### config.mk
export PLATFORM = sky130hd
export DESIGN_NAME = auto_exposure_white_balance
export DESIGN_NICKNAME = d
export VERILOG_FILES = /design/src/rtl/core/aeawb_pkg.sv /design/src/rtl/core/aeawb_front.sv /design/src/rtl/core/aeawb_queue.sv /design/src/rtl/core/aeawb_div.sv /design/src/rtl/core/aeawb_back.sv /design/src/rtl/core/auto_exposure_white_balance.sv
export SDC_FILE = /design/constraint.sdc
export NUM_CORES = 2
export LEC_CHECK = 0
export BUFFER_PORTS_ARGS = -buffer_cell sky130_fd_sc_hd__buf_4
export CAP_MARGIN = 20
export CORE_MARGIN = 2
export CORE_UTILIZATION = 40
export CTS_CLUSTER_SIZE = 24
export DETAILED_ROUTE_END_ITERATION = 10
export GPL_ROUTABILITY_DRIVEN = 0
export SLEW_MARGIN = 20
export SYNTH_ARGS = -nofsm -noshare
export SYNTH_HDL_FRONTEND = slang
export SYNTH_HIERARCHICAL = 1
export SYNTH_SLANG_ARGS = --single-unit
### constraint.sdc
create_clock -name clk_i -period 16.35 [get_ports clk_i]
set_input_delay 2.4525 -clock clk_i [delete_from_list [all_inputs] [get_ports clk_i]]
set_output_delay 2.4525 -clock clk_i [all_outputs]
set_load 0.01 [all_outputs]
### src/rtl/core/aeawb_pkg.sv
// ----------------------------------------------------------------------------
// aeawb_pkg
// Shared types and constants for the auto exposure and white balance block.
// ----------------------------------------------------------------------------
package aeawb_pkg;

  localparam int unsigned ACC_W   = 48;
  localparam int unsigned TOT_W   = 32;
  localparam int unsigned SUM_W   = 40;
  localparam int unsigned CNT_W   = 24;
  localparam int unsigned CFG_A_W = 3;
  localparam int unsigned CFG_D_W = 16;

  localparam logic [CFG_A_W-1:0] CFG_LUMA_TARGET   = 3'd0;
  localparam logic [CFG_A_W-1:0] CFG_LUMA_DEADBAND = 3'd1;
  localparam logic [CFG_A_W-1:0] CFG_EXP_FLOOR     = 3'd2;
  localparam logic [CFG_A_W-1:0] CFG_EXP_CEILING   = 3'd3;
  localparam logic [CFG_A_W-1:0] CFG_GAIN_FLOOR    = 3'd4;
  localparam logic [CFG_A_W-1:0] CFG_GAIN_CEILING  = 3'd5;
  localparam logic [CFG_A_W-1:0] CFG_RED_SCALE     = 3'd6;
  localparam logic [CFG_A_W-1:0] CFG_BLUE_SCALE    = 3'd7;

  localparam logic [15:0] RST_LUMA_TARGET   = 16'd1419;
  localparam logic [15:0] RST_LUMA_DEADBAND = 16'd15;
  localparam logic [15:0] RST_EXP_FLOOR     = 16'd4;
  localparam logic [15:0] RST_EXP_CEILING   = 16'd3522;
  localparam logic [7:0]  RST_GAIN_FLOOR    = 8'd0;
  localparam logic [7:0]  RST_GAIN_CEILING  = 8'd232;
  localparam logic [11:0] RST_RED_SCALE     = 12'd1100;
  localparam logic [11:0] RST_BLUE_SCALE    = 12'd950;

  localparam logic [15:0] RST_EXPOSURE  = 16'd1600;
  localparam logic [7:0]  RST_GAIN      = 8'd0;
  localparam logic [15:0] RST_WB_GAIN   = 16'd1000;

  // Frame snapshot queue between front and back.
  localparam int unsigned QUEUE_DEPTH = 2;
  localparam int unsigned QPTR_W      = 1;
  localparam int unsigned QCNT_W      = 2;

  // Shared restoring divider.
  localparam int unsigned DIV_DVD_W = 60;
  localparam int unsigned DIV_DSR_W = 48;
  localparam int unsigned DIV_Q_W   = 20;
  localparam int unsigned DIV_CNT_W = 6;
  localparam logic [DIV_CNT_W-1:0] DIV_LAST = 6'd59;

  // floor(x / 10) = (x * RECIP10) >> 26, exact for x below 2^20.
  localparam logic [22:0] RECIP10 = 23'd6710887;

  typedef struct packed {
    logic [15:0] luma_target;
    logic [15:0] luma_deadband;
    logic [15:0] exposure_floor;
    logic [15:0] exposure_ceiling;
    logic [7:0]  gain_floor;
    logic [7:0]  gain_ceiling;
    logic [11:0] red_target_scale;
    logic [11:0] blue_target_scale;
  } cfg_t;

  typedef struct packed {
    logic [ACC_W-1:0] light;
    logic [TOT_W-1:0] exp_total;
    logic [ACC_W-1:0] red;
    logic [ACC_W-1:0] green;
    logic [ACC_W-1:0] blue;
    logic             bal_ok;
  } frame_t;

  typedef struct packed {
    logic                 start;
    logic [DIV_DVD_W-1:0] dividend;
    logic [DIV_DSR_W-1:0] divisor;
  } div_req_t;

  typedef struct packed {
    logic               done;
    logic [DIV_Q_W-1:0] quotient;
    logic               overflow;
  } div_rsp_t;

  typedef enum logic [3:0] {
    BK_IDLE,
    BK_LUMA_DIV,
    BK_AE_MUL,
    BK_AE,
    BK_MUL_LO,
    BK_MUL_HI,
    BK_BAL_DIV,
    BK_BAL_MUL,
    BK_BAL_STEP,
    BK_OUT
  } bk_state_e;

  function automatic logic [16:0] div10(input logic [19:0] x);
    logic [42:0] p;
    p = 43'(x) * 43'(RECIP10);
    return p[42:26];
  endfunction

endpackage

### src/rtl/core/aeawb_front.sv
// ----------------------------------------------------------------------------
// aeawb_front
// Accumulates region statistics and hands a frame snapshot on at frame end.
// ----------------------------------------------------------------------------
module aeawb_front #(
  parameter int unsigned EXPOSURE_REGIONS = 16,
  parameter int unsigned BALANCE_REGIONS  = 192
) (
  input  logic                          clk_i,
  input  logic                          rst_ni,
  input  logic                          accept_i,
  input  logic                          mode_i,
  input  logic [aeawb_pkg::SUM_W-1:0]   red_sum_i,
  input  logic [aeawb_pkg::SUM_W-1:0]   green_sum_i,
  input  logic [aeawb_pkg::SUM_W-1:0]   blue_sum_i,
  input  logic [aeawb_pkg::CNT_W-1:0]   pixel_count_i,
  input  logic                          frame_end_i,
  output logic                          snap_push_o,
  output aeawb_pkg::frame_t             snap_o
);

  localparam int unsigned EXP_CW = $clog2(EXPOSURE_REGIONS + 1);
  localparam int unsigned BAL_CW = $clog2(BALANCE_REGIONS + 1);
  localparam int unsigned A      = aeawb_pkg::ACC_W;
  localparam int unsigned T      = aeawb_pkg::TOT_W;

  logic [A-1:0]      light_q, light_d, red_q, red_d, green_q, green_d, blue_q, blue_d;
  logic [T-1:0]      etot_q, etot_d, btot_q, btot_d;
  logic [EXP_CW-1:0] exp_seen_q, exp_seen_d;
  logic [BAL_CW-1:0] bal_seen_q, bal_seen_d;

  logic [A+1:0] light_sum;
  logic [A:0]   red_sum, green_sum, blue_sum;
  logic [T:0]   etot_sum, btot_sum;
  logic         take_exp, take_bal;

  assign light_sum = (A+2)'(light_q) + (A+2)'(red_sum_i) + (A+2)'(green_sum_i)
                   + (A+2)'(blue_sum_i);
  assign red_sum   = (A+1)'(red_q) + (A+1)'(red_sum_i);
  assign green_sum = (A+1)'(green_q) + (A+1)'(green_sum_i);
  assign blue_sum  = (A+1)'(blue_q) + (A+1)'(blue_sum_i);
  assign etot_sum  = (T+1)'(etot_q) + (T+1)'(pixel_count_i);
  assign btot_sum  = (T+1)'(btot_q) + (T+1)'(pixel_count_i);

  assign take_exp = accept_i && !mode_i && (exp_seen_q < EXP_CW'(EXPOSURE_REGIONS));
  assign take_bal = accept_i && mode_i && (bal_seen_q < BAL_CW'(BALANCE_REGIONS));

  always_comb begin
    light_d    = light_q;
    etot_d     = etot_q;
    red_d      = red_q;
    green_d    = green_q;
    blue_d     = blue_q;
    btot_d     = btot_q;
    exp_seen_d = exp_seen_q;
    bal_seen_d = bal_seen_q;
    if (take_exp) begin
      exp_seen_d = exp_seen_q + EXP_CW'(1);
      light_d    = (|light_sum[A+1:A]) ? '1 : light_sum[A-1:0];
      etot_d     = etot_sum[T] ? '1 : etot_sum[T-1:0];
    end
    if (take_bal) begin
      bal_seen_d = bal_seen_q + BAL_CW'(1);
      red_d      = red_sum[A] ? '1 : red_sum[A-1:0];
      green_d    = green_sum[A] ? '1 : green_sum[A-1:0];
      blue_d     = blue_sum[A] ? '1 : blue_sum[A-1:0];
      btot_d     = btot_sum[T] ? '1 : btot_sum[T-1:0];
    end
  end

  assign snap_push_o      = accept_i && frame_end_i;
  assign snap_o.light     = light_d;
  assign snap_o.exp_total = etot_d;
  assign snap_o.red       = red_d;
  assign snap_o.green     = green_d;
  assign snap_o.blue      = blue_d;
  assign snap_o.bal_ok    = (|btot_d) && (|red_d) && (|green_d) && (|blue_d);

  always_ff @(posedge clk_i or negedge rst_ni) begin
    if (!rst_ni) begin
      light_q    <= '0;
      etot_q     <= '0;
      red_q      <= '0;
      green_q    <= '0;
      blue_q     <= '0;
      btot_q     <= '0;
      exp_seen_q <= '0;
      bal_seen_q <= '0;
    end else if (snap_push_o) begin
      light_q    <= '0;
      etot_q     <= '0;
      red_q      <= '0;
      green_q    <= '0;
      blue_q     <= '0;
      btot_q     <= '0;
      exp_seen_q <= '0;
      bal_seen_q <= '0;
    end else begin
      light_q    <= light_d;
      etot_q     <= etot_d;
      red_q      <= red_d;
      green_q    <= green_d;
      blue_q     <= blue_d;
      btot_q     <= btot_d;
      exp_seen_q <= exp_seen_d;
      bal_seen_q <= bal_seen_d;
    end
  end

endmodule

### src/rtl/core/aeawb_queue.sv
// ----------------------------------------------------------------------------
// aeawb_queue
// Short queue of frame snapshots between the front and the back.
// ----------------------------------------------------------------------------
module aeawb_queue (
  input  logic              clk_i,
  input  logic              rst_ni,
  input  logic              push_i,
  input  aeawb_pkg::frame_t wdata_i,
  input  logic              pop_i,
  output logic              full_o,
  output logic              valid_o,
  output aeawb_pkg::frame_t head_o
);

  aeawb_pkg::frame_t                 mem_q [aeawb_pkg::QUEUE_DEPTH];
  logic [aeawb_pkg::QPTR_W-1:0]      wptr_q, rptr_q;
  logic [aeawb_pkg::QCNT_W-1:0]      count_q;
  logic                              do_push, do_pop;

  assign full_o  = (count_q == aeawb_pkg::QCNT_W'(aeawb_pkg::QUEUE_DEPTH));
  assign valid_o = (count_q != '0);
  assign head_o  = mem_q[rptr_q];
  assign do_push = push_i && !full_o;
  assign do_pop  = pop_i && valid_o;

  always_ff @(posedge clk_i) begin
    if (do_push) begin
      mem_q[wptr_q] <= wdata_i;
    end
  end

  always_ff @(posedge clk_i or negedge rst_ni) begin
    if (!rst_ni) begin
      wptr_q  <= '0;
      rptr_q  <= '0;
      count_q <= '0;
    end else begin
      if (do_push) begin
        wptr_q <= wptr_q + aeawb_pkg::QPTR_W'(1);
      end
      if (do_pop) begin
        rptr_q <= rptr_q + aeawb_pkg::QPTR_W'(1);
      end
      case ({do_push, do_pop})
        2'b10:   count_q <= count_q + aeawb_pkg::QCNT_W'(1);
        2'b01:   count_q <= count_q - aeawb_pkg::QCNT_W'(1);
        default: count_q <= count_q;
      endcase
    end
  end

endmodule

### src/rtl/core/aeawb_div.sv
// ----------------------------------------------------------------------------
// aeawb_div
// Restoring divider, one quotient bit per cycle, with a quotient overflow flag.
// ----------------------------------------------------------------------------
module aeawb_div (
  input  logic                clk_i,
  input  logic                rst_ni,
  input  aeawb_pkg::div_req_t req_i,
  output aeawb_pkg::div_rsp_t rsp_o
);

  localparam int unsigned DW = aeawb_pkg::DIV_DVD_W;
  localparam int unsigned SW = aeawb_pkg::DIV_DSR_W;
  localparam int unsigned QW = aeawb_pkg::DIV_Q_W;

  logic [DW-1:0]                   dvd_q;
  logic [SW-1:0]                   dsr_q, rem_q;
  logic [QW-1:0]                   quo_q;
  logic                            ovf_q, busy_q, done_q;
  logic [aeawb_pkg::DIV_CNT_W-1:0] cnt_q;

  logic [SW:0]   trial;
  logic [SW+1:0] diff;
  logic          qbit;

  assign trial = {rem_q, dvd_q[DW-1]};
  assign diff  = (SW+2)'(trial) - (SW+2)'(dsr_q);
  assign qbit  = !diff[SW+1];

  assign rsp_o.done     = done_q;
  assign rsp_o.quotient = quo_q;
  assign rsp_o.overflow = ovf_q;

  always_ff @(posedge clk_i) begin
    if (req_i.start) begin
      dvd_q <= req_i.dividend;
      dsr_q <= req_i.divisor;
      rem_q <= '0;
      quo_q <= '0;
      ovf_q <= 1'b0;
      cnt_q <= '0;
    end else if (busy_q) begin
      dvd_q <= {dvd_q[DW-2:0], 1'b0};
      rem_q <= qbit ? diff[SW-1:0] : trial[SW-1:0];
      quo_q <= {quo_q[QW-2:0], qbit};
      ovf_q <= ovf_q | quo_q[QW-1];
      cnt_q <= cnt_q + aeawb_pkg::DIV_CNT_W'(1);
    end
  end

  always_ff @(posedge clk_i or negedge rst_ni) begin
    if (!rst_ni) begin
      busy_q <= 1'b0;
      done_q <= 1'b0;
    end else begin
      done_q <= busy_q && (cnt_q == aeawb_pkg::DIV_LAST) && !req_i.start;
      if (req_i.start) begin
        busy_q <= 1'b1;
      end else if (busy_q && (cnt_q == aeawb_pkg::DIV_LAST)) begin
        busy_q <= 1'b0;
      end
    end
  end

endmodule

### src/rtl/core/aeawb_back.sv
// ----------------------------------------------------------------------------
// aeawb_back
// Frame evaluation sequencer: luma, exposure and gain step, gray-world gains.
// ----------------------------------------------------------------------------
module aeawb_back (
  input  logic                clk_i,
  input  logic                rst_ni,
  input  aeawb_pkg::cfg_t     cfg_i,
  input  logic                head_valid_i,
  input  aeawb_pkg::frame_t   head_i,
  output logic                head_pop_o,
  output aeawb_pkg::div_req_t div_req_o,
  input  aeawb_pkg::div_rsp_t div_rsp_i,
  input  logic                out_pop_i,
  output logic                out_empty_o,
  output logic [15:0]         exposure_o,
  output logic [7:0]          analog_gain_o,
  output logic [15:0]         red_wb_o,
  output logic [15:0]         blue_wb_o,
  output logic [15:0]         luma_o,
  output logic signed [16:0]  luma_error_o,
  output logic                exposure_updated_o,
  output logic                balance_updated_o,
  output logic                frame_skipped_o
);

  aeawb_pkg::bk_state_e state_q, state_d;

  logic [15:0]        exposure_q, exposure_d, rgain_q, rgain_d, bgain_q, bgain_d;
  logic [7:0]         gain_q, gain_d;
  logic [15:0]        luma_q, luma_d;
  logic signed [16:0] err_q, err_d;
  logic               exp_upd_q, exp_upd_d, bal_upd_q, bal_upd_d, skip_q, skip_d;
  logic               sel_blue_q, sel_blue_d, up_q, up_d;
  logic [11:0]        mag20_q, mag20_d;
  logic [16:0]        d10_q, d10_d;
  logic [35:0]        plo_q, plo_d;
  logic               out_valid_q, out_load;

  logic [11:0]        scale;
  logic [47:0]        csum;
  logic [35:0]        mul_lo, mul_hi;
  logic [59:0]        product;
  logic [15:0]        luma_sat;
  logic [15:0]        mag;
  logic [14:0]        mag2;
  logic [19:0]        tgt, dlt;
  logic [15:0]        cur_gain;
  logic               tgt_up;
  logic [16:0]        e_up;
  logic signed [17:0] e_dn;
  logic [12:0]        g_up;
  logic signed [12:0] g_dn;
  logic [17:0]        b_up;

  assign scale    = sel_blue_q ? cfg_i.blue_target_scale : cfg_i.red_target_scale;
  assign csum     = sel_blue_q ? head_i.blue : head_i.red;
  assign mul_lo   = 36'(scale) * 36'(head_i.green[23:0]);
  assign mul_hi   = 36'(scale) * 36'(head_i.green[47:24]);
  assign product  = 60'(plo_q) + {mul_hi, 24'b0};

  assign luma_sat = (div_rsp_i.overflow || (|div_rsp_i.quotient[19:16])) ?
                    16'hFFFF : div_rsp_i.quotient[15:0];
  assign mag      = err_q[16] ? 16'(17'sd0 - err_q) : err_q[15:0];
  assign mag2     = mag[15:1];

  assign tgt      = div_rsp_i.overflow ? '1 : div_rsp_i.quotient;
  assign cur_gain = sel_blue_q ? bgain_q : rgain_q;
  assign tgt_up   = tgt >= 20'(cur_gain);
  assign dlt      = tgt_up ? (tgt - 20'(cur_gain)) : (20'(cur_gain) - tgt);

  assign e_up = 17'(exposure_q) + 17'(mag2);
  assign e_dn = $signed(18'(exposure_q)) - $signed(18'(mag2));
  assign g_up = 13'(gain_q) + 13'(mag20_q);
  assign g_dn = $signed(13'(gain_q)) - $signed(13'(mag20_q));
  assign b_up = 18'(cur_gain) + 18'(d10_q);

  always_comb begin
    state_d    = state_q;
    exposure_d = exposure_q;
    gain_d     = gain_q;
    rgain_d    = rgain_q;
    bgain_d    = bgain_q;
    luma_d     = luma_q;
    err_d      = err_q;
    exp_upd_d  = exp_upd_q;
    bal_upd_d  = bal_upd_q;
    skip_d     = skip_q;
    sel_blue_d = sel_blue_q;
    up_d       = up_q;
    mag20_d    = mag20_q;
    d10_d      = d10_q;
    plo_d      = plo_q;
    head_pop_o = 1'b0;
    out_load   = 1'b0;
    div_req_o  = '0;
    unique case (state_q)
      aeawb_pkg::BK_IDLE: begin
        if (head_valid_i) begin
          exp_upd_d  = 1'b0;
          bal_upd_d  = 1'b0;
          sel_blue_d = 1'b0;
          if (head_i.exp_total == '0) begin
            skip_d  = 1'b1;
            luma_d  = '0;
            err_d   = '0;
            state_d = aeawb_pkg::BK_OUT;
          end else begin
            skip_d             = 1'b0;
            div_req_o.start    = 1'b1;
            div_req_o.dividend = 60'(head_i.light);
            div_req_o.divisor  = 48'({head_i.exp_total, 2'b00});
            state_d            = aeawb_pkg::BK_LUMA_DIV;
          end
        end
      end
      aeawb_pkg::BK_LUMA_DIV: begin
        if (div_rsp_i.done) begin
          luma_d  = luma_sat;
          err_d   = $signed(17'(cfg_i.luma_target)) - $signed(17'(luma_sat));
          state_d = aeawb_pkg::BK_AE_MUL;
        end
      end
      aeawb_pkg::BK_AE_MUL: begin
        mag20_d = 12'(aeawb_pkg::div10(20'(mag2)));
        state_d = aeawb_pkg::BK_AE;
      end
      aeawb_pkg::BK_AE: begin
        if (mag > cfg_i.luma_deadband) begin
          exp_upd_d = 1'b1;
          if (!err_q[16]) begin
            if (exposure_q < cfg_i.exposure_ceiling) begin
              exposure_d = (e_up > 17'(cfg_i.exposure_ceiling)) ?
                           cfg_i.exposure_ceiling : e_up[15:0];
            end else begin
              gain_d = (g_up > 13'(cfg_i.gain_ceiling)) ? cfg_i.gain_ceiling : g_up[7:0];
            end
          end else begin
            if (gain_q > cfg_i.gain_floor) begin
              gain_d = (g_dn < $signed(13'(cfg_i.gain_floor))) ?
                       cfg_i.gain_floor : g_dn[7:0];
            end else begin
              exposure_d = (e_dn < $signed(18'(cfg_i.exposure_floor))) ?
                           cfg_i.exposure_floor : e_dn[15:0];
            end
          end
        end
        state_d = head_i.bal_ok ? aeawb_pkg::BK_MUL_LO : aeawb_pkg::BK_OUT;
      end
      aeawb_pkg::BK_MUL_LO: begin
        plo_d   = mul_lo;
        state_d = aeawb_pkg::BK_MUL_HI;
      end
      aeawb_pkg::BK_MUL_HI: begin
        div_req_o.start    = 1'b1;
        div_req_o.dividend = product;
        div_req_o.divisor  = csum;
        state_d            = aeawb_pkg::BK_BAL_DIV;
      end
      aeawb_pkg::BK_BAL_DIV: begin
        if (div_rsp_i.done) begin
          up_d    = tgt_up;
          d10_d   = aeawb_pkg::div10(dlt);
          state_d = aeawb_pkg::BK_BAL_MUL;
        end
      end
      aeawb_pkg::BK_BAL_MUL: begin
        state_d = aeawb_pkg::BK_BAL_STEP;
      end
      aeawb_pkg::BK_BAL_STEP: begin
        bal_upd_d = 1'b1;
        if (up_q) begin
          if (sel_blue_q) begin
            bgain_d = (b_up > 18'hFFFF) ? 16'hFFFF : b_up[15:0];
          end else begin
            rgain_d = (b_up > 18'hFFFF) ? 16'hFFFF : b_up[15:0];
          end
        end else begin
          if (sel_blue_q) begin
            bgain_d = (d10_q >= 17'(cur_gain)) ? 16'd1 : 16'(17'(cur_gain) - d10_q);
          end else begin
            rgain_d = (d10_q >= 17'(cur_gain)) ? 16'd1 : 16'(17'(cur_gain) - d10_q);
          end
        end
        if (sel_blue_q) begin
          state_d = aeawb_pkg::BK_OUT;
        end else begin
          sel_blue_d = 1'b1;
          state_d    = aeawb_pkg::BK_MUL_LO;
        end
      end
      aeawb_pkg::BK_OUT: begin
        if (!out_valid_q || out_pop_i) begin
          out_load   = 1'b1;
          head_pop_o = 1'b1;
          state_d    = aeawb_pkg::BK_IDLE;
        end
      end
      default: state_d = aeawb_pkg::BK_IDLE;
    endcase
  end

  always_ff @(posedge clk_i or negedge rst_ni) begin
    if (!rst_ni) begin
      state_q <= aeawb_pkg::BK_IDLE;
    end else begin
      state_q <= state_d;
    end
  end

  always_ff @(posedge clk_i or negedge rst_ni) begin
    if (!rst_ni) begin
      exposure_q  <= aeawb_pkg::RST_EXPOSURE;
      gain_q      <= aeawb_pkg::RST_GAIN;
      rgain_q     <= aeawb_pkg::RST_WB_GAIN;
      bgain_q     <= aeawb_pkg::RST_WB_GAIN;
      out_valid_q <= 1'b0;
    end else begin
      exposure_q  <= exposure_d;
      gain_q      <= gain_d;
      rgain_q     <= rgain_d;
      bgain_q     <= bgain_d;
      out_valid_q <= out_load || (out_valid_q && !out_pop_i);
    end
  end

  always_ff @(posedge clk_i) begin
    luma_q     <= luma_d;
    err_q      <= err_d;
    exp_upd_q  <= exp_upd_d;
    bal_upd_q  <= bal_upd_d;
    skip_q     <= skip_d;
    sel_blue_q <= sel_blue_d;
    up_q       <= up_d;
    mag20_q    <= mag20_d;
    d10_q      <= d10_d;
    plo_q      <= plo_d;
    if (out_load) begin
      exposure_o         <= exposure_q;
      analog_gain_o      <= gain_q;
      red_wb_o           <= rgain_q;
      blue_wb_o          <= bgain_q;
      luma_o             <= luma_q;
      luma_error_o       <= err_q;
      exposure_updated_o <= exp_upd_q;
      balance_updated_o  <= bal_upd_q;
      frame_skipped_o    <= skip_q;
    end
  end

  assign out_empty_o = !out_valid_q;

endmodule

### src/rtl/core/auto_exposure_white_balance.sv
// ----------------------------------------------------------------------------
// auto_exposure_white_balance
// Frame-level auto exposure and gray-world white balance controller.
// ----------------------------------------------------------------------------
// Region statistics are taken at one word per clock while the queue is not
// full; a frame's totals are snapshotted into a two-entry queue when its last
// region arrives, so the next frame can stream in while the previous one is
// evaluated. Evaluating a frame is paced by one shared 60-step restoring
// divider: one division for the luma and exposure step, and two further
// divisions when the white-balance gains are updated. A frame with no
// exposure pixels skips the divider. Only frame-end regions produce a result
// word, which waits in an output register until popped.
module auto_exposure_white_balance #(
  parameter int unsigned EXPOSURE_REGIONS = 16,
  parameter int unsigned BALANCE_REGIONS  = 192
) (
  input  logic                            clk_i,
  input  logic                            rst_ni,
  input  logic                            push,
  output logic                            full,
  input  logic                            mode_i,
  input  logic [aeawb_pkg::SUM_W-1:0]     red_sum_i,
  input  logic [aeawb_pkg::SUM_W-1:0]     green_sum_i,
  input  logic [aeawb_pkg::SUM_W-1:0]     blue_sum_i,
  input  logic [aeawb_pkg::CNT_W-1:0]     pixel_count_i,
  input  logic                            frame_end_i,
  output logic                            empty,
  input  logic                            pop,
  output logic [15:0]                     exposure_o,
  output logic [7:0]                      analog_gain_o,
  output logic [15:0]                     red_wb_o,
  output logic [15:0]                     blue_wb_o,
  output logic [15:0]                     luma_o,
  output logic signed [16:0]              luma_error_o,
  output logic                            exposure_updated_o,
  output logic                            balance_updated_o,
  output logic                            frame_skipped_o,
  input  logic                            cfg_we_i,
  input  logic [aeawb_pkg::CFG_A_W-1:0]   cfg_addr_i,
  input  logic [aeawb_pkg::CFG_D_W-1:0]   cfg_wdata_i
);

  aeawb_pkg::cfg_t     cfg_q;
  aeawb_pkg::frame_t   snap, head;
  aeawb_pkg::div_req_t div_req;
  aeawb_pkg::div_rsp_t div_rsp;
  logic                accept, snap_push, head_valid, head_pop;

  assign accept = push && !full;

  always_ff @(posedge clk_i or negedge rst_ni) begin
    if (!rst_ni) begin
      cfg_q.luma_target       <= aeawb_pkg::RST_LUMA_TARGET;
      cfg_q.luma_deadband     <= aeawb_pkg::RST_LUMA_DEADBAND;
      cfg_q.exposure_floor    <= aeawb_pkg::RST_EXP_FLOOR;
      cfg_q.exposure_ceiling  <= aeawb_pkg::RST_EXP_CEILING;
      cfg_q.gain_floor        <= aeawb_pkg::RST_GAIN_FLOOR;
      cfg_q.gain_ceiling      <= aeawb_pkg::RST_GAIN_CEILING;
      cfg_q.red_target_scale  <= aeawb_pkg::RST_RED_SCALE;
      cfg_q.blue_target_scale <= aeawb_pkg::RST_BLUE_SCALE;
    end else if (cfg_we_i) begin
      unique case (cfg_addr_i)
        aeawb_pkg::CFG_LUMA_TARGET:   cfg_q.luma_target       <= cfg_wdata_i;
        aeawb_pkg::CFG_LUMA_DEADBAND: cfg_q.luma_deadband     <= cfg_wdata_i;
        aeawb_pkg::CFG_EXP_FLOOR:     cfg_q.exposure_floor    <= cfg_wdata_i;
        aeawb_pkg::CFG_EXP_CEILING:   cfg_q.exposure_ceiling  <= cfg_wdata_i;
        aeawb_pkg::CFG_GAIN_FLOOR:    cfg_q.gain_floor        <= cfg_wdata_i[7:0];
        aeawb_pkg::CFG_GAIN_CEILING:  cfg_q.gain_ceiling      <= cfg_wdata_i[7:0];
        aeawb_pkg::CFG_RED_SCALE:     cfg_q.red_target_scale  <= cfg_wdata_i[11:0];
        aeawb_pkg::CFG_BLUE_SCALE:    cfg_q.blue_target_scale <= cfg_wdata_i[11:0];
        default: ;
      endcase
    end
  end

  aeawb_front #(
    .EXPOSURE_REGIONS(EXPOSURE_REGIONS),
    .BALANCE_REGIONS (BALANCE_REGIONS)
  ) u_front (
    .clk_i        (clk_i),
    .rst_ni       (rst_ni),
    .accept_i     (accept),
    .mode_i       (mode_i),
    .red_sum_i    (red_sum_i),
    .green_sum_i  (green_sum_i),
    .blue_sum_i   (blue_sum_i),
    .pixel_count_i(pixel_count_i),
    .frame_end_i  (frame_end_i),
    .snap_push_o  (snap_push),
    .snap_o       (snap)
  );

  aeawb_queue u_queue (
    .clk_i  (clk_i),
    .rst_ni (rst_ni),
    .push_i (snap_push),
    .wdata_i(snap),
    .pop_i  (head_pop),
    .full_o (full),
    .valid_o(head_valid),
    .head_o (head)
  );

  aeawb_div u_div (
    .clk_i (clk_i),
    .rst_ni(rst_ni),
    .req_i (div_req),
    .rsp_o (div_rsp)
  );

  aeawb_back u_back (
    .clk_i             (clk_i),
    .rst_ni            (rst_ni),
    .cfg_i             (cfg_q),
    .head_valid_i      (head_valid),
    .head_i            (head),
    .head_pop_o        (head_pop),
    .div_req_o         (div_req),
    .div_rsp_i         (div_rsp),
    .out_pop_i         (pop),
    .out_empty_o       (empty),
    .exposure_o        (exposure_o),
    .analog_gain_o     (analog_gain_o),
    .red_wb_o          (red_wb_o),
    .blue_wb_o         (blue_wb_o),
    .luma_o            (luma_o),
    .luma_error_o      (luma_error_o),
    .exposure_updated_o(exposure_updated_o),
    .balance_updated_o (balance_updated_o),
    .frame_skipped_o   (frame_skipped_o)
  );

endmodule

# Word level (Yosys, flattened, before mapping)
# Memories as Yosys holds them, arrays and structs flattened.
# Index checks and enable logic that the tools add are counted.
# Widths: inputs -> output; s select.
# word_totals
reg_bits	817
ram_bits	450
in_bits	170
out_inout_bits	94
elab_cells	267
n_memories	1
# memory_table
name	depth	width	rd	rd_ports_with_merged_regs	wr	line	source
u_queue.mem_q	2	225	1	0	1	aeawb_queue.sv:16	aeawb_pkg::frame_t mem_q [aeawb_pkg::QUEUE_DEPTH];
# op_classes
n_addsub	27
mul	4
magnitude_cmp	12
n_eq_ne	29
n_mux	81
n_bitwise	2
n_reduce_logical	60
# ops
op	n
$mux 48	14
$mux 16	19
$mux 109	2
$pmux 109 s2	1
$add 48x40->49	4
$mux 32	6
$reduce_or 48->1	3
$mux 60	2
$add 50x40->50	2
$mul 12x24->36	2
$add 32x24->33	2
$add 36x60->60	1
$mux 8	7
$mux 17	3
$sub 49x48->50	1
$mul 20x23->43 const B	1
$mux 20	2
$pmux 4 s10	1
$mul 15x23->38 const B	1
$pmux 17 s2	1
$logic_not 32->1	1
$pmux 16 s2	1
$reduce_or 32->1	1
$mux 4	7
58 further kinds	130

# Depth between registers and ports, before layout
# depth
depth_word	10
mapped_depth	41
ltp_nobuf	37

# Cells and area by module
# Netlist, hierarchy kept.
# modules_own_cells
module	instances	cells_per_inst	area_each_um2	seq_area_each_um2
aeawb_back	1	5369	49347.3	7370.8
aeawb_front	1	3456	27725.3	6731.5
aeawb_queue	1	718	17000.1	13613.1
aeawb_div	1	955	9974.6	4794.6
auto_exposure_white_balance	1	230	4052.6	2642.5

# Worst setup path after synthesis
# No wires, ideal clock.
# synth_path
path_kind	input port to flip-flop
from	input push
to	memory u_queue/mem_q[0][0] (netlist bit) (enable)
setup_ps	816
t_arrival_ps	13005
required_ps	15534
path_slack_ps	2530
stages	7
path_buffers	2
path_cell_list	nor2b_1 nand2_1 inv_1 clkbuf_1 clkbuf_1 nand2_1 nor2_1
# synth_via
elab_chain_len	5
# synth_rtl
item	line	source
from (decl)	auto_exposure_white_balance.sv:19	input logic push,
$logic_and 1x1->1	auto_exposure_white_balance.sv:49	assign accept = push && !full;
$logic_and 1x1->1	aeawb_front.sv:71	assign snap_push_o = accept_i && frame_end_i;
net snap_push	auto_exposure_white_balance.sv:47	logic accept, snap_push, head_valid, head_pop;
$logic_and 1x1->1	aeawb_queue.sv:24	assign do_push = push_i && !full_o;
$mux 1	aeawb_queue.sv:28	if (do_push) begin
$mux 1 (implied by the code)	aeawb_queue.sv:29	mem_q[wptr_q] <= wdata_i;
to (decl)	aeawb_queue.sv:16	
# The timed path passes the listed nets, and every way through them passes these cells.

# Final worst setup path
# layout_path
from	register u_back.sel_blue_q
to	register u_back.d10_q[15] (data pin)
# layout_via
elab_chain_len	4
elab_cells_between_ends	6
classes_between	2 x add/sub; 1 x mul; 1 x order compare; 2 x mux
# layout_rtl
item	line	source
from (decl)	aeawb_back.sv:34	logic sel_blue_q, sel_blue_d, up_q, up_d;
from (signal assigned)	aeawb_back.sv:233	sel_blue_q <= sel_blue_d;
$mux 16 (*)	aeawb_back.sv:68	assign cur_gain = sel_blue_q ? bgain_q : rgain_q;
$sub 16x20->20, or another cell as far along	aeawb_back.sv:70	assign dlt = tgt_up ? (tgt - 20'(cur_gain)) : (20'(cur_gain) - tgt);
$mux 20 (*)	aeawb_back.sv:70	
$mul 20x23->43 (*)	aeawb_pkg.sv:98	p = 43'(x) * 43'(RECIP10);
to (signal assigned)	aeawb_back.sv:236	d10_q <= d10_d;
to (decl)	aeawb_back.sv:36	logic [16:0] d10_q, d10_d;
# Every way passes the cells marked *; elsewhere a longest branch is shown, timed or not.
# A chain may end at the register's enable or synchronous reset.

==> run_results.csv <==
group,metric,value,unit
status,outcome,"finished, final reports clean",
worst_setup_path,crit_path_start,"u_back/sel_blue_q",
final_layout,syn_to_final_growth,9.61,%
global_route,antenna_found_initial,7,
sta,relSlewSlack,24.7,%
synth,netlist_instances,10728,
drt,drcViolationCount,0,
synth,avgSynthCellArea,10.1,um2
synth,synth_area_leaders,"edfxtp_1 21%, fa_1 14%, ha_1 11%",
clocking,cts_tree,"yes",
drt,first_pass_iters,7,
final_layout,nets,12652,
clocking,cts_buffers,145,
worst_setup_path,crit_path_end_kind,"flop",
place,hpwlAfterDp,245000,um
die,start_util,40.3,%
clocking,cts_resized,0,
die,rows,190,
clocking,post_cts_buffers,0,
final_layout,mostFrequentLayoutCells,"1315 x inv_1, 947 x ha_1, 931 x nand2_1, 752 x edfxtp_1, 745 x fa_1",
final_layout,layout-drive-gt1-share,11.4,%
worst_setup_path,start_kind,"flop",
clocking,insertion_delay,0.82,ns
synth,synth_seq_cells,1267,
drt,routedWlPerCell,21.8,um
die,top_level_ports,264,
synth,synthArstFlopShare,34.7,%
worst_setup_path,crit_slowest_cell,"fa_1",
global_route,grt_pass1_wl,493000,um
worst_setup_path,r2r-start,"u_back/sel_blue_q",
synth,synth-edff-count,752,
worst_setup_path,rrSetupSlack,4.71,ns
die,die_x,524,um
place,port_buffers,263,
sta,hold_viol,0,
sta,rsz0062_at_grt,"no",
final_layout,final_common_cell,"inv_1",
drt,avgViaCountPerCell,5.59,
global_route,globalRouteOverflowTotal,0,
sta,setup_tns,0,ns
sta,min_period,11.64,ns
global_route,grt_start_max_net_pins,131,
synth,synthesis.area,0.108,mm2
global_route,track_usage,23.0,%
die,die_h,524,um
sta,tightest_slew,1.13,ns
hold_path,hold_class,"reg -> reg",
clocking,clockBufferDepth,3,
synth,synthDistinctLibCells,137,
synth,yosys.area.top_type,"edfxtp_1",
clocking,postCtsHoldBufs,0,
sta,fmax,0.0859,GHz
hold_path,hold_start,"u_back/luma_q[0]",
job,maxCapViolCount,0,
drt,vias,80876,
drt,drtAntennaViolNets,0,
worst_setup_path,arrival,12.18,ns
global_route,grt_pass1_vias,83446,
sta,clock_skew,0.0469,ns
clocking,cts_max_level,4,
synth,ys_seq_area_share,32.5,%
worst_setup_path,cp_slowest_stage_delay,0.69,ns
drt,drt_iter0_drc,6708,
synth,synth_flop_cell,"edfxtp_1",
synth,synth_top_area_share,20.9,%
final_layout,final_util,44.1,%
synth,yosys_warnings,6,
drt,wirelength,316000,um
clocking,cts.sinks,1267,
worst_setup_path,required,16.89,ns
worst_setup_path,crit_top_cell,"fa_1",
worst_setup_path,critPathKind,"reg -> reg",
synth,synth_fp_nets,12590,
clocking,cts_root_buffer,"clkbuf_16",
sta,setup_viol,0,
worst_setup_path,critical_path.max_fanout,15,
die,coreArea,0.268,mm2
sta,slew_viol_final,0,
die,die_area,0.274,mm2
clocking,clk_pin_slew,0.06,ns
sta,finalCritPeriodShare,71.2,%
[logic make-up (layout without fill, tap and decap cells)]
group | after synthesis | after routing | share of synthesized area (%)
other | 0 | 2 | 0
buffers and inverters | 1752 | 1936 | 6.38
multiplexers | 661 | 661 | 7.16
adder cells (fa/ha/maj) | 1692 | 1692 | 24.8
flip-flops | 1267 | 1267 | 32.5
AO/OA/AOI/OAI | 2099 | 2099 | 12.8
XOR/XNOR | 464 | 464 | 3.78
AND/OR/NAND/NOR | 2793 | 2793 | 12.6
[registers in the layout, summed over array words and instances (netlist names), 32 cells and up]
signal           count
u_front/light_q     48
u_front/etot_q      32
u_front/blue_q      48
u_div/dsr_q         48
u_div/dvd_q         60
u_front/green_q     48
u_front/red_q       48
u_queue/mem_q      450
u_back/plo_q        36
u_front/btot_q      32
cfg_q              104
u_div/rem_q         48
[final timing paths]
kind,end,cells past startpoint
setup reg to reg,u_back/d10_q[15],35
hold / removal,u_back/luma_o[0],0
setup / recovery,u_back/d10_q[15],35
hold reg to reg,u_back/luma_o[0],0
min in group asynchronous,u_front/btot_q[19],1
max in group asynchronous,cfg_q[34],4
[worst max-delay path, delay by kind of cell, from the launching register on]
family	cells	cell delay [ns]
adders and majority gates	9	4.55
AOI/OAI and AO/OA	8	2.98
buffers and inverters	8	1.39
and+or+nand+nor	7	1.31
muxes	1	0.48
DFF	1	0.35
xor gates and xnor gates	2	0.32
[cell type report]
type                       count  area [um2]
clock inverter                92        1290
multi-input combinational   7709       66200
timing repair buffer         348        2670
tap                         3552        4440
clock buffer                 177        3800
inverter                    1319        4950
sequential                  1267       35200
fill                       25314      150000
antenna                        2        5.00
[synthesized netlist by cell type, drive strengths merged (75+ instances only)]
cell and instances:
buf 114, a21oi 575, o21ai 449, a211oi 109
nand2 934, xor2 167, and2 368, nor2 630
mux2 444, nand3 113, clkbuf 319, dfxtp 75
fa 745, dfrtp 393, inv 1318, o21a 76
nor3 157, nand2b 79, nor2b 76, a21o 205
a31oi 117, nand4 109, edfxtp 752, xnor2 297
mux2i 217, ha 947
[through the flow]
step / std cells / hold WS, ns / instance area [um2] / setup WS (ns)
floorplan: 10728 / 0.400 / 108000 / 2.53
global placement: 14195 / 0.405 / 113000 / 4.87
detailed placement: 14195 / 0.405 / 113000 / 4.73
CTS: 14464 / 0.419 / 118000 / 4.71
global route: 14465 / 0.432 / 118000 / 4.02
finish: 14466 / 0.417 / 118000 / 4.71
[per-layer routing]
metal  track usage, %  wire (um)
met5                0          0
met4             8.77      12900
met3             3.66      20200
met2             36.9     144000
met1             31.3     139000
Power is left out: the tool's default activity adds up to more than one toggle a clock period on the data nets, which glitch-free logic cannot reach.
